--- src/ecf_pkg.sv ---
// ----------------------------------------------------------------------------
// ecf_pkg: shared constants and helpers for the eased RGB565 color fade
// Holds reset values, step counts and the channel extraction helper.
// ----------------------------------------------------------------------------
`default_nettype none

package ecf_pkg;

  // Reset values of the color state and the fade length.
  localparam logic [15:0] COLOR_RESET    = 16'h4DDF;
  localparam logic [15:0] DURATION_RESET = 16'd400;

  // Q0.16 one, as a 17-bit value.
  localparam logic [16:0] Q16_ONE = 17'h10000;

  // Last step index of the bit-serial divider and multiplier, and of the mix lanes.
  localparam logic [3:0] LAST_WORD_STEP = 4'd15;
  localparam logic [3:0] LAST_MIX_STEP  = 4'd5;

  // Input kind codes.
  localparam logic KIND_TICK   = 1'b0;
  localparam logic KIND_TARGET = 1'b1;

  // Channel lanes.
  localparam int NUM_CH = 3;
  localparam int CH_R   = 0;
  localparam int CH_G   = 1;
  localparam int CH_B   = 2;

  // Returns one 5/6/5 channel of an RGB565 color, zero-extended to 6 bits.
  function automatic logic [5:0] chan(input logic [15:0] color, input int idx);
    logic [5:0] v;
    v = {1'b0, color[4:0]};
    if (idx == CH_R) begin
      v = {1'b0, color[15:11]};
    end else if (idx == CH_G) begin
      v = color[10:5];
    end
    return v;
  endfunction

endpackage

`default_nettype wire

--- src/eased_rgb565_color_fade.sv ---
// ----------------------------------------------------------------------------
// eased_rgb565_color_fade: cubic ease-in-out fade between RGB565 colors
// Set-target items latch a new goal, ticks advance the shown color along an
// eased curve, computed with a bit-serial divider and shift-add multipliers.
// ----------------------------------------------------------------------------
// Flow: a set-target item or a tick at or past the fade end goes straight to the
// output state; a tick inside the fade first runs 16 divider steps, 2 x 16 cube
// steps, 6 mix steps and 5 single steps for fold, reload, ease, color assembly
// and output, and any item may wait for a busy output register.
// One item in flight: the next is accepted once the last leaves S_OUT.
// Synchronous active-high reset: colors 0x4DDF, fade start 0, duration 400 ms.
`default_nettype none

module eased_rgb565_color_fade
  import ecf_pkg::*;
(
  input  wire logic        clk,
  input  wire logic        rst,
  input  wire logic        cfg_we,
  input  wire logic [15:0] cfg_data,   // fade_duration_ms
  input  wire logic        s_tvalid,
  output logic             s_tready,
  input  wire logic [47:0] s_tdata,    // [31:0] now_ms, [47:32] new_color
  input  wire logic        s_tuser,    // kind
  output logic             m_tvalid,
  input  wire logic        m_tready,
  output logic      [15:0] m_tdata     // [15:0] shown_color
);

  typedef enum logic [3:0] {
    S_IDLE, S_DIV, S_PREP, S_SQR, S_LOAD, S_CUBE, S_EASE, S_MIX, S_FIN, S_OUT
  } state_t;

  state_t state;

  // Architectural state.
  logic [15:0] dur;
  logic [15:0] from_color;
  logic [15:0] goal_color;
  logic [15:0] held_color;
  logic [31:0] fade_start_ms;

  // Datapath registers.
  logic [3:0]  cnt;
  logic [15:0] rem;
  logic [15:0] quo;
  logic [15:0] xval;
  logic        upper;
  logic [31:0] mul_mcand;
  logic [31:0] mul_hi;
  logic [15:0] mul_lo;
  logic [16:0] ease;
  logic [17:0] lane_hi  [NUM_CH];
  logic [5:0]  lane_lo  [NUM_CH];
  logic        lane_neg [NUM_CH];

  // Combinational helpers.
  logic [31:0] elapsed;
  logic        fade_over;
  logic [16:0] div_shift;
  logic        div_ge;
  logic [16:0] div_sub;
  logic [15:0] x_next;
  logic [32:0] mul_sum;
  logic [16:0] cube_c;
  logic [16:0] ease_next;
  logic [18:0] lane_sum [NUM_CH];
  logic [6:0]  lane_d   [NUM_CH];
  logic [5:0]  lane_mag [NUM_CH];
  logic [5:0]  lane_out [NUM_CH];
  logic [15:0] mix_color;

  assign s_tready = (state == S_IDLE);

  // Elapsed time and the end-of-fade check on an accepted tick.
  always_comb begin
    elapsed   = s_tdata[31:0] - fade_start_ms;
    fade_over = (dur == 16'd0) || (elapsed >= {16'd0, dur});
  end

  // One restoring division step: one quotient bit per cycle.
  always_comb begin
    div_shift = {rem, 1'b0};
    div_ge    = (div_shift >= {1'b0, dur});
    div_sub   = div_shift - {1'b0, dur};
  end

  // Fold the upper half of the curve onto the lower half: x = t or 1 - t.
  always_comb begin
    x_next = quo[15] ? 16'(Q16_ONE - {1'b0, quo}) : quo;
  end

  // Shift-add multiplier step and the eased fraction taken from x^3.
  always_comb begin
    mul_sum   = {1'b0, mul_hi} + (mul_lo[0] ? {1'b0, mul_mcand} : 33'd0);
    cube_c    = mul_hi[30:14];
    ease_next = upper ? (Q16_ONE - cube_c) : cube_c;
  end

  // Per-channel lanes: difference, magnitude, mix step and final value.
  always_comb begin
    for (int i = 0; i < NUM_CH; i++) begin
      lane_d[i]   = {1'b0, chan(goal_color, i)} - {1'b0, chan(from_color, i)};
      lane_mag[i] = lane_d[i][6] ? 6'(-lane_d[i]) : lane_d[i][5:0];
      lane_sum[i] = {1'b0, lane_hi[i]} + (lane_lo[i][0] ? {2'b0, ease} : 19'd0);
      lane_out[i] = lane_neg[i] ? (chan(from_color, i) - lane_hi[i][15:10])
                                : (chan(from_color, i) + lane_hi[i][15:10]);
    end
    mix_color = {lane_out[CH_R][4:0], lane_out[CH_G], lane_out[CH_B][4:0]};
  end

  // Sequencer, state and output register.
  always_ff @(posedge clk) begin
    if (rst) begin
      state         <= S_IDLE;
      m_tvalid      <= 1'b0;
      dur           <= DURATION_RESET;
      from_color    <= COLOR_RESET;
      goal_color    <= COLOR_RESET;
      held_color    <= COLOR_RESET;
      fade_start_ms <= 32'd0;
      cnt           <= 4'd0;
    end else begin
      if (cfg_we) begin
        dur <= cfg_data;
      end
      // The output stage reloads the register itself when it fires.
      if (m_tvalid && m_tready && state != S_OUT) begin
        m_tvalid <= 1'b0;
      end
      unique case (state)
        S_IDLE: begin
          if (s_tvalid) begin
            if (s_tuser == KIND_TARGET) begin
              from_color    <= held_color;
              goal_color    <= s_tdata[47:32];
              fade_start_ms <= s_tdata[31:0];
              state         <= S_OUT;
            end else if (fade_over) begin
              held_color <= goal_color;
              state      <= S_OUT;
            end else begin
              rem   <= elapsed[15:0];
              cnt   <= 4'd0;
              state <= S_DIV;
            end
          end
        end
        S_DIV: begin
          rem <= div_ge ? div_sub[15:0] : div_shift[15:0];
          quo <= {quo[14:0], div_ge};
          cnt <= cnt + 4'd1;
          if (cnt == LAST_WORD_STEP) begin
            state <= S_PREP;
          end
        end
        S_PREP: begin
          // Square x first: multiplicand x, multiplier x.
          xval      <= x_next;
          upper     <= quo[15];
          mul_mcand <= {16'd0, x_next};
          mul_hi    <= 32'd0;
          mul_lo    <= x_next;
          cnt       <= 4'd0;
          state     <= S_SQR;
        end
        S_SQR: begin
          mul_hi <= mul_sum[32:1];
          mul_lo <= {mul_sum[0], mul_lo[15:1]};
          cnt    <= cnt + 4'd1;
          if (cnt == LAST_WORD_STEP) begin
            state <= S_LOAD;
          end
        end
        S_LOAD: begin
          // Then x^2 times x.
          mul_mcand <= {mul_hi[15:0], mul_lo};
          mul_hi    <= 32'd0;
          mul_lo    <= xval;
          cnt       <= 4'd0;
          state     <= S_CUBE;
        end
        S_CUBE: begin
          mul_hi <= mul_sum[32:1];
          mul_lo <= {mul_sum[0], mul_lo[15:1]};
          cnt    <= cnt + 4'd1;
          if (cnt == LAST_WORD_STEP) begin
            state <= S_EASE;
          end
        end
        S_EASE: begin
          ease <= ease_next;
          for (int i = 0; i < NUM_CH; i++) begin
            lane_hi[i]  <= 18'd0;
            lane_lo[i]  <= lane_mag[i];
            lane_neg[i] <= lane_d[i][6];
          end
          cnt   <= 4'd0;
          state <= S_MIX;
        end
        S_MIX: begin
          for (int i = 0; i < NUM_CH; i++) begin
            lane_hi[i] <= lane_sum[i][18:1];
            lane_lo[i] <= {lane_sum[i][0], lane_lo[i][5:1]};
          end
          cnt <= cnt + 4'd1;
          if (cnt == LAST_MIX_STEP) begin
            state <= S_FIN;
          end
        end
        S_FIN: begin
          held_color <= mix_color;
          state      <= S_OUT;
        end
        S_OUT: begin
          if (!m_tvalid || m_tready) begin
            m_tvalid <= 1'b1;
            m_tdata  <= held_color;
            state    <= S_IDLE;
          end
        end
        default: begin
          state <= S_IDLE;
        end
      endcase
    end
  end

  // An accepted transaction always takes the block out of idle.
  assert property (@(posedge clk) disable iff (rst)
    s_tvalid && s_tready |=> !s_tready)
    else $error("block still ready after accepting a transaction");

  // The divider remainder stays below the duration.
  assert property (@(posedge clk) disable iff (rst)
    state == S_DIV |-> {1'b0, rem} < {1'b0, dur})
    else $error("divider remainder not below duration");

  // The folded cube never exceeds one half in Q0.16.
  assert property (@(posedge clk) disable iff (rst)
    state == S_EASE |-> cube_c <= 17'h08000)
    else $error("eased fraction out of range");

  // A result that finds the output register free is presented next cycle.
  assert property (@(posedge clk) disable iff (rst)
    state == S_OUT && (!m_tvalid || m_tready) |=> m_tvalid && state == S_IDLE)
    else $error("result not presented");

endmodule

`default_nettype wire
--- config.mk ---
export PLATFORM = sky130hd
export DESIGN_NAME = eased_rgb565_color_fade
export DESIGN_NICKNAME = d
export VERILOG_FILES = /design/src/ecf_pkg.sv /design/src/eased_rgb565_color_fade.sv
export SDC_FILE = /design/constraint.sdc
export NUM_CORES = 1
export LEC_CHECK = 0
export BUFFER_PORTS_ARGS = -buffer_cell sky130_fd_sc_hd__buf_2
export CAP_MARGIN = 40
export CORE_AREA = 5 5 175 211
export DETAILED_ROUTE_END_ITERATION = 10
export DIE_AREA = 0 0 180 216
export GPL_TIMING_DRIVEN = 0
export PLACE_DENSITY = 0.82
export SLEW_MARGIN = 20
export SYNTH_ARGS = -nofsm -noshare
export SYNTH_HDL_FRONTEND = slang
export SYNTH_SLANG_ARGS = --single-unit
--- constraint.sdc ---
create_clock -name clk -period 21.1 [get_ports clk]
set_input_delay 2.11 -clock clk [delete_from_list [all_inputs] [get_ports clk]]
set_output_delay 2.11 -clock clk [all_outputs]
set_load 0.01 [all_outputs]
==> metrics.yaml, run 1 <==
clock_network:
  htreeDepth: 2
  cts_max_path_buffers: 3
  cts_sinks: 342
  clockRootBuffer: "clkbuf_16"
  cts_tree: "done"
  path_clk_slew_ns: 0.06
  cts_buffers: 37
  cts.repair.resized: 0
  cts_hold_buf: 0
  clk_latency_ns: 0.54
  cts_setup_buffers: 0
logic_synthesis:
  synth_top_area_frac: 0.3210
  synth_cells: 2410
  ys_seq_area_frac: 0.4158
  synth_edf_count: 237
  synth.most_common_cell: "nand2_1"
  netlist_area_sq_um: 22170
  synth_cell_types: 76
  synthTopCellsByCount: "nand2_1 (255), edfxtp_1 (237), nor2_1 (209)"
  syn_area_per_cell_sq_um: 9.199
  ys.flop_type: "edfxtp_1"
  yosysTopAreaCell: "edfxtp_1"
  ys_ff_latch: 342
  synth_nets: 2677
  ys_warn_count: 0
  yosys-top-cells-area: "edfxtp_1 (32%), ha_1 (10%), dfxtp_1 (9.5%), a21oi_1 (4.3%), nand2_1 (4.3%)"
  async_reset_ff_frac: 0
sta:
  layout_min_cycle_time_ns: 7.185
  fmax_mhz: 139.2
  fin_skew_ns: 0.02438
  finalHoldViolCount: 0
  slew_headroom: 0.4644
  whs_ns: 0.4530
  period_share: 0.3405
  setup_viol: 0
  worst_pin_slew_ns: 0.8034
  finalMaxSlewViolations: 0
  fin_setup_tns_ns: 0
  rsz0062_at_grt: "false"
worst_setup_path:
  crit_fanout: 16
  cp-startpoint: "s_tdata[0]"
  worstPathArrival_ns: 7.35
  r2r_setup_slack_ns: 15.30
  path_class: "in2reg"
  start_kind: "input port"
  cp.required_ns: 21.27
  rr_startpoint: "fade_start_ms[0]"
  end_kind: "flop"
pwr:
  power_density_nw_per_um2: 96.51
  p_leak_nw: 9.779
  switching_share: 0.3519
  pwr-share-comb: 0.355
  power_switching_w: 0.0008353
  p_seq_frac: 0.378
  p_int_w: 0.001539
  total_power_w: 0.002374
  ir_drop_mv: 0.07797
  clkPwrFrac: 0.266
outcome:
  outcome: "finished clean"
placed_design:
  port_buffers: 85
  place_inst: 2973
  routabilityCongestion: 0.9445
  hpwl_mm: 43.29
detailed_routing:
  first_pass_iters: 6
  drt_wl_total_mm: 55.87
  ant_nets: 0
  drt-vias-per-instance: 6.075
  drc: 0
  wl_per_cell_microns: 18.36
  drt_iter0_markers: 1385
  num_vias: 18490
floorplanning:
  die-area_sq_um: 38880
  initial_core_util: 0.6402
  fp.dieH_microns: 216
  io_pins: 88
  row_count: 75
  die_w_microns: 180
  coreArea_sq_um: 34630
job:
  cap_violations: 0
finish:
  area_growth_pct: 10.96
  drive_above_1_share: 0.07913
  instances_no_fill: 3043
  final_nets: 2818
global_route:
  grt_max_degree: 25
  grt_pass1_vias: 18420
  track_usage: 0.2776
  grt_pass1_wl_mm: 89.91
  antenna_found_initial: 3
  overflow: 0
worst_hold_path:
  hold_start: "fade_start_ms[16]"
  hp-class: "reg2reg"
-- cell type report --
type                       instances  area (sq um)
buffer                            93         367.9
multi-input combinational       1815         12020
timing repair buffer             102         650.6
clock inverter                    18         147.6
antenna                            3         7.507
tap                              462         578.1
clock buffer                      48          1007
inverter                         160         600.6
sequential                       342          9219
fill                            2595         10030
-- cells by family (layout without fill, tap and decap cells) --
logic type	count (synthesis)	count (layout)	synth area share
compound gates	589	589	0.1692
xor+xnor	152	152	0.06005
fa+ha+maj	197	197	0.1153
buf+inv	253	421	0.04368
flops	342	342	0.4158
mux	30	30	0.01360
other cells	0	3	0
simple gates	847	847	0.1824
-- placed cells by master, fill, tap and decap left out, types with 61 or more instances in the layout --
cell,synthesis,final
a21oi_1,192,192
a21o_1,61,61
ha_1,185,185
inv_1,159,159
nand2_1,255,255
o21ai_0,121,120
nor3_1,67,63
xnor2_1,98,98
buf_2,15,101
edfxtp_1,237,237
dfxtp_1,105,105
nor2_1,209,206
clkbuf_1,68,75
and2_1,106,106
-- power groups by stage --
stage | logic [W] | clock network [W] | registers [W]
final | 0.000844 | 0.000632 | 0.000898
after global routing | 0.000935 | 0.000664 | 0.000905
after floorplan | 0.000626 | 0 | 0.000890
after detailed placement | 0.000825 | 0 | 0.000910
after global placement | 0.000783 | 0 | 0.000909
after CTS | 0.000836 | 0.000639 | 0.000896
-- state kept, by name (all words and copies together) (netlist names), 17 cells and up --
name / cells
lane_lo: 18
lane_hi: 54
ease: 17
mul_hi: 32
fade_start_ms: 32
mul_mcand: 32
-- final timing paths --
path,endpoint,depth (start not counted)
hold / removal,fade_start_ms[16],2
setup reg to reg,rem[15],20
setup / recovery,rem[15],22
hold reg to reg,fade_start_ms[16],2
-- worst max-delay path, cell delays in order --
cell       delay (ns)
buf_2            0.10
inv_1            0.05
ha_1             0.16
inv_1            0.05
fa_1             0.40
a21o_1           0.21
a311oi_2         0.40
o211ai_2         0.16
a41o_1           0.31
xor2_1           0.26
ha_1             0.31
nand4_1          0.13
a21oi_1          0.09
a2111oi_0        0.47
o2111ai_1        0.23
nor4_1           0.28
nand4_1          0.14
nor4_1           0.26
clkbuf_2         0.23
nand2_1          0.22
nor2_1           0.15
o21a_1           0.61
-- per-stage QoR --
step           area (sq um)  worst slack, ns    util
2_1_floorplan         22170            12.90       -
3_3_place_gp          23170            10.22  0.6692
3_5_place_dp          23430            13.02  0.6767
4_1_cts               24590            13.55  0.7100
5_1_grt               24600            13.79  0.7104
6_report              24600            13.92  0.7104
-- routing by layer --
metal  wire length [microns]  GRT usage  vias up
met5                       0          0        -
li1                        -          -     8903
met4                    2857     0.1341        0
met1                   21790     0.3217     8766
met3                    2787    0.03537      181
met2                   28440     0.5070      637
Note: power is estimated with default switching activity, not from simulation.
==> run 2, diff against run 1 <==
- CORE_AREA: 5 5 175 211 -> 5 5 187 225
- DIE_AREA: 0 0 180 216 -> 0 0 192 230
- PLACE_DENSITY: 0.82 -> 0.76
- clock period: 21.1 -> 6.33 ns (I/O delays scaled with it)
==> run 2 against run 1 <==
Net effect: power grew to 3.3 times the previous value; clock-buffer cell count decreased by 2; via count shrank 0.99%; final cell count grew 2.2%; largest cell class unchanged; sequential share of layout area shrank 0.17 points; cell area up 0.46%; highest routed layer is now met5; die area increased by 14%.
==> metrics.yaml, run 2 (synthesized netlist as in run 1, its figures left out) <==
detailed_routing:
  drt_wl_total_mm: 55.96
  ant_nets: 0
  wl_per_cell_microns: 18.00
  first_pass_iters: 7
  num_vias: 18300
  drt_iter0_markers: 1285
  drt-vias-per-instance: 5.887
  drc: 0
clock_network:
  cts_hold_buf: 0
  path_clk_slew_ns: 0.06
  cts_sinks: 342
  cts_setup_buffers: 0
  cts_max_path_buffers: 3
  clockRootBuffer: "clkbuf_16"
  clk_latency_ns: 0.56
  cts.repair.resized: 0
  htreeDepth: 2
  cts_tree: "done"
  cts_buffers: 38
floorplanning:
  die_w_microns: 192
  initial_core_util: 0.5607
  fp.dieH_microns: 230
  row_count: 80
  io_pins: 88
  die-area_sq_um: 44160
  coreArea_sq_um: 39540
pwr:
  power_density_nw_per_um2: 320.9
  total_power_w: 0.007930
  ir_drop_mv: 0.2461
  p_leak_nw: 9.794
sta:
  layout_min_cycle_time_ns: 5.699
  fin_skew_ns: 0.03731
  slew_headroom: 0.4414
  fin_setup_tns_ns: 0
  rsz0062_at_grt: "false"
  fmax_mhz: 175.5
  period_share: 0.9003
  worst_pin_slew_ns: 0.8272
  setup_viol: 0
  finalMaxSlewViolations: 0
  finalHoldViolCount: 0
worst_setup_path:
  crit_fanout: 16
  max_stage_delay_ns: 0.64
  end_kind: "flop"
  rr_startpoint: "fade_start_ms[0]"
  path_class: "reg2reg"
  crit_end: "rem[15]"
  r2r_setup_slack_ns: 0.63
  timing.rr.end: "rem[15]"
  crit_path_cell_trace: "ha_1 > inv_1 > fa_1 > a21o_1 > a311oi_2 > o211ai_2 > a41o_1 > xor2_1 > ha_1 > nand4_1 > a21oi_1 > a2111oi_0 > o2111ai_1 > nor4_1 > nand4_1 > nor4_1 > clkbuf_2 > nand2_1 > nor2_1 > o21a_1"
  cp.required_ns: 6.50
  critPathTopFamily: "compound AO/OA/AOI/OAI gates"
  r2r_cells: 20
  slowest_stage: "o21a_1"
  start_kind: "flop"
  cp.depth: 20
  path_buf_inv: 2
  worstPathArrival_ns: 5.87
  cp-startpoint: "fade_start_ms[0]"
outcome:
  outcome: "finished clean"
global_route:
  grt_max_degree: 25
  grt_pass1_wl_mm: 90.29
  overflow: 0
  grt_pass1_vias: 18370
  track_usage: 0.2489
  antenna_found_initial: 2
finish:
  final_cell_mix: "nand2_1 (255), edfxtp_1 (237), nor2_1 (206)"
  instances_no_fill: 3109
  drive_above_1_share: 0.08078
  largest_register_ffs: 54
  final_common_cell: "nand2_1"
  final_nets: 2816
  area_growth_pct: 11.47
  top_register: "lane_hi"
  fin_area_sq_um: 24710
worst_hold_path:
  hp-class: "in2reg"
placed_design:
  port_buffers: 85
  placed_area_sq_um: 23480
  hpwl_mm: 43.42
  routabilityCongestion: 0.9161
  place_inst: 3040
job:
  cap_violations: 0
[run 2: changes by cell type in the layout (fill, tap and decap cells not counted), moves of 2 or more]
cell | before | now
diode_2 | 3 | 1
buf_8 | 2 | 0
bufinv_16 | 2 | 0
clkbuf_8 | 4 | 2
clkinv_4 | 0 | 5
clkbuf_16 | 37 | 41
clkinv_8 | 0 | 2
clkbuf_1 | 75 | 71
clkinv_1 | 7 | 5
[run 2: layer usage]
metal  global-route usage  up-vias  wire length, microns
li1                     -     8900                     -
met5                    0        -                    12
met3              0.03216      164                  2937
met1               0.2925     8680                 21960
met4               0.1097        2                  2612
met2               0.4509      558                 28440
[run 2: cell type report]
class | instances | area (sq um)
Fill cell | 3262 | 14830
Multi-Input combinational cell | 1815 | 12020
Sequential cell | 342 | 9219
Clock buffer | 46 | 1065
Tap cell | 533 | 666.9
Timing Repair Buffer | 99 | 623.1
Inverter | 160 | 600.6
Buffer | 93 | 367.9
Clock inverter | 20 | 146.4
Antenna cell | 1 | 2.502
[run 2: power by group]
part / internal [W] / switching, W / leakage, nW / total [W]
logic: 0.00111 / 0.00168 / 6.17 / 0.00280
clock network: 0.00121 / 0.000935 / 0.593 / 0.00215
registers: 0.00280 / 0.000185 / 3.03 / 0.00299
total: 0.00513 / 0.00280 / 9.79 / 0.00793
[run 2: tightest hold or removal path: cells and delay by family]
| kind | cells | cell delay, ns |
|---|---|---|
| and+or+nand+nor | 2 | 0.10 |
| buffers and inverters | 1 | 0.07 |
[run 2: per-stage QoR]
step,hold slack [ns],util,setup slack [ns]
after global placement,0.4414,0.5883,-0.4266
final,0.2890,0.6250,0.6310
after floorplan,0.4293,-,1.125
after detailed placement,0.4465,0.5939,-0.3108
after CTS,0.2717,0.6245,0.1075
after global routing,0.2940,0.6250,0.1172
[run 2: worst min path at each step]
stage | endpoint | startpoint | slack (ns) | depth (start not counted)
global placement | fade_start_ms[14] | fade_start_ms[14] | 0.44 | 2
finish | goal_color[1] | s_tdata[33] | 0.29 | 3
CTS | goal_color[1] | s_tdata[33] | 0.27 | 3
global route | goal_color[1] | s_tdata[33] | 0.29 | 3
floorplan | m_tdata[12] | held_color[12] | 0.43 | 0
detailed placement | fade_start_ms[6] | fade_start_ms[6] | 0.45 | 2
==> run 3, diff against run 2 <==
- CORE_AREA: 5 5 187 225 -> 2 2 184 222
- DIE_AREA: 0 0 192 230 -> 0 0 186 224
==> run 3 against run 2 <==
Net effect: non-clock buffer count increased by 2; register-to-register slack got worse by 0.21 ns; wire length decreased by 1.2%; sequential power about the same; clock skew decreased by 0.010 ns; first-iteration DRC count decreased by 3.3%; clock-buffer cell count unchanged; cell area decreased by 0.10%; final cell count increased by 0.16%; utilization decreased by 0.063 points; clock power decreased by 2%; global-route usage increased by 2.3 points; largest power group unchanged.
==> metrics.yaml, run 3 (synthesized netlist as in run 1, its figures left out) <==
worst_setup_path:
  rr_startpoint: "fade_start_ms[0]"
  start_kind: "flop"
  critPathTopFamily: "compound AO/OA/AOI/OAI gates"
  slowest_stage: "o21a_1"
  path_class: "reg2reg"
  timing.rr.end: "rem[1]"
  worstPathArrival_ns: 6.10
  cp.required_ns: 6.52
  r2r_setup_slack_ns: 0.42
  path_buf_inv: 2
  r2r_cells: 20
  max_stage_delay_ns: 0.61
  end_kind: "flop"
  crit_path_cell_trace: "ha_1 > inv_1 > fa_1 > a21o_1 > a311oi_2 > o211ai_2 > a41o_1 > xor2_1 > ha_1 > nand4_1 > a21oi_1 > a2111oi_0 > o2111ai_1 > nor4_1 > nand4_1 > nor4_1 > clkdlybuf4s15_2 > nand2_1 > nor2_1 > o21a_1"
  crit_fanout: 16
finish:
  final_nets: 2818
  area_growth_pct: 11.36
  fin_area_sq_um: 24690
  drive_above_1_share: 0.08026
  fill_cells: 3280
  final_common_cell: "nand2_1"
  final_cell_mix: "nand2_1 (255), edfxtp_1 (237), nor2_1 (206)"
  largest_register_ffs: 54
  top_register: "lane_hi"
  multiInputGateArea_sq_um: 12020
  ff_latch_area_sq_um: 9219
detailed_routing:
  num_vias: 18250
  first_pass_iters: 8
  ant_nets: 0
  drt_iter0_markers: 1243
  drt_wl_total_mm: 55.27
  wl_per_cell_microns: 17.75
  drc: 0
  drt-vias-per-instance: 5.859
sta:
  period_share: 0.9333
  fmax_mhz: 169.3
  fin_skew_ns: 0.02710
  worst_pin_slew_ns: 0.8068
  finalHoldViolCount: 0
  whs_ns: 0.2676
  slew_headroom: 0.4621
  finalMaxSlewViolations: 0
  layout_min_cycle_time_ns: 5.908
  setup_viol: 0
  rsz0062_at_grt: "false"
  fin_setup_tns_ns: 0
job:
  cap_violations: 0
clock_network:
  htreeDepth: 2
  path_clk_slew_ns: 0.06
  cts_setup_buffers: 0
  cts_sinks: 342
  cts_max_path_buffers: 3
  clockRootBuffer: "clkbuf_16"
  cts.repair.resized: 0
  cts_tree: "done"
  cts_buffers: 38
  clk_latency_ns: 0.57
  cts_hold_buf: 0
placed_design:
  hpwl_mm: 42.61
  routabilityCongestion: 0.9319
  port_buffers: 85
  placed_area_sq_um: 23510
worst_hold_path:
  whs_endpoint: "goal_color[1]"
  hold_start: "s_tdata[33]"
  hp-class: "in2reg"
  holdPathStages: 3
floorplanning:
  coreArea_sq_um: 39540
  die-area_sq_um: 41660
  initial_core_util: 0.5607
  die_w_microns: 186
  fp.dieH_microns: 224
  row_count: 80
  io_pins: 88
global_route:
  track_usage: 0.2716
  grt_max_degree: 22
  overflow: 0
  grt_pass1_wl_mm: 90.45
  grt_pass1_vias: 18300
  antenna_found_initial: 2
pwr:
  p_leak_nw: 9.783
  power_density_nw_per_um2: 319.7
  ir_drop_mv: 0.2282
outcome:
  outcome: "finished clean"
## run 3: worst max-delay path by stage
| stage | end | slack, ns | start | depth (start not counted) |
|---|---|---|---|---|
| 2_1_floorplan | rem[0] | 1.12 | s_tdata[0] | 20 |
| 3_3_place_gp | lane_hi[0][37] | -0.40 | rst | 4 |
| 3_5_place_dp | rem[1] | 0.18 | s_tdata[0] | 22 |
| 4_1_cts | rem[1] | 0.61 | fade_start_ms[0] | 20 |
| 5_1_grt | rem[2] | 0.04 | fade_start_ms[4] | 22 |
| 6_report | rem[1] | 0.42 | fade_start_ms[0] | 20 |
## run 3: cell type report
cell class | instances | area share
diodes | 2 | 0.0002027
well taps | 533 | 0.02701
repair buffers | 101 | 0.02615
flip-flops and latches | 342 | 0.3734
clock inverters | 22 | 0.005220
clock buffers | 46 | 0.04181
inverters | 160 | 0.02433
multi-input cells | 1815 | 0.4869
plain buffers | 93 | 0.01490
## run 3: worst register-to-register path: cells and delay by family (launching register included)
kind / cells / cell delay (ns)
fa+ha+maj: 3 / 0.87
simple gates: 6 / 1.31
buf+inv: 2 / 0.38
xor+xnor: 1 / 0.24
flops: 1 / 0.33
compound gates: 8 / 2.41
## run 3: routing by layer
metal  global-route usage  vias up  routed length (microns)
li1                     -     8905                        -
met1               0.3122     8567                    21650
met3              0.04227      183                     3002
met5                    0        -                        0
met4               0.1402        0                     2996
met2               0.4834      590                    27610
## run 3: power by group
part / switching (W) / internal [W]
Combinational: 0.00169 / 0.00112
Clock: 0.000936 / 0.00117
Sequential: 0.000183 / 0.00280
## run 3: stage by stage
stage	instances	util	setup slack [ns]	total power, W
2_1_floorplan	2410	-	1.125	0.005053
6_report	3114	0.6244	0.4223	0.007892
3_3_place_gp	3028	0.5883	-0.3975	0.005660
3_5_place_dp	3043	0.5946	0.1815	0.005776
4_1_cts	3111	0.6240	0.6052	0.007899
5_1_grt	3114	0.6244	0.03522	0.008367
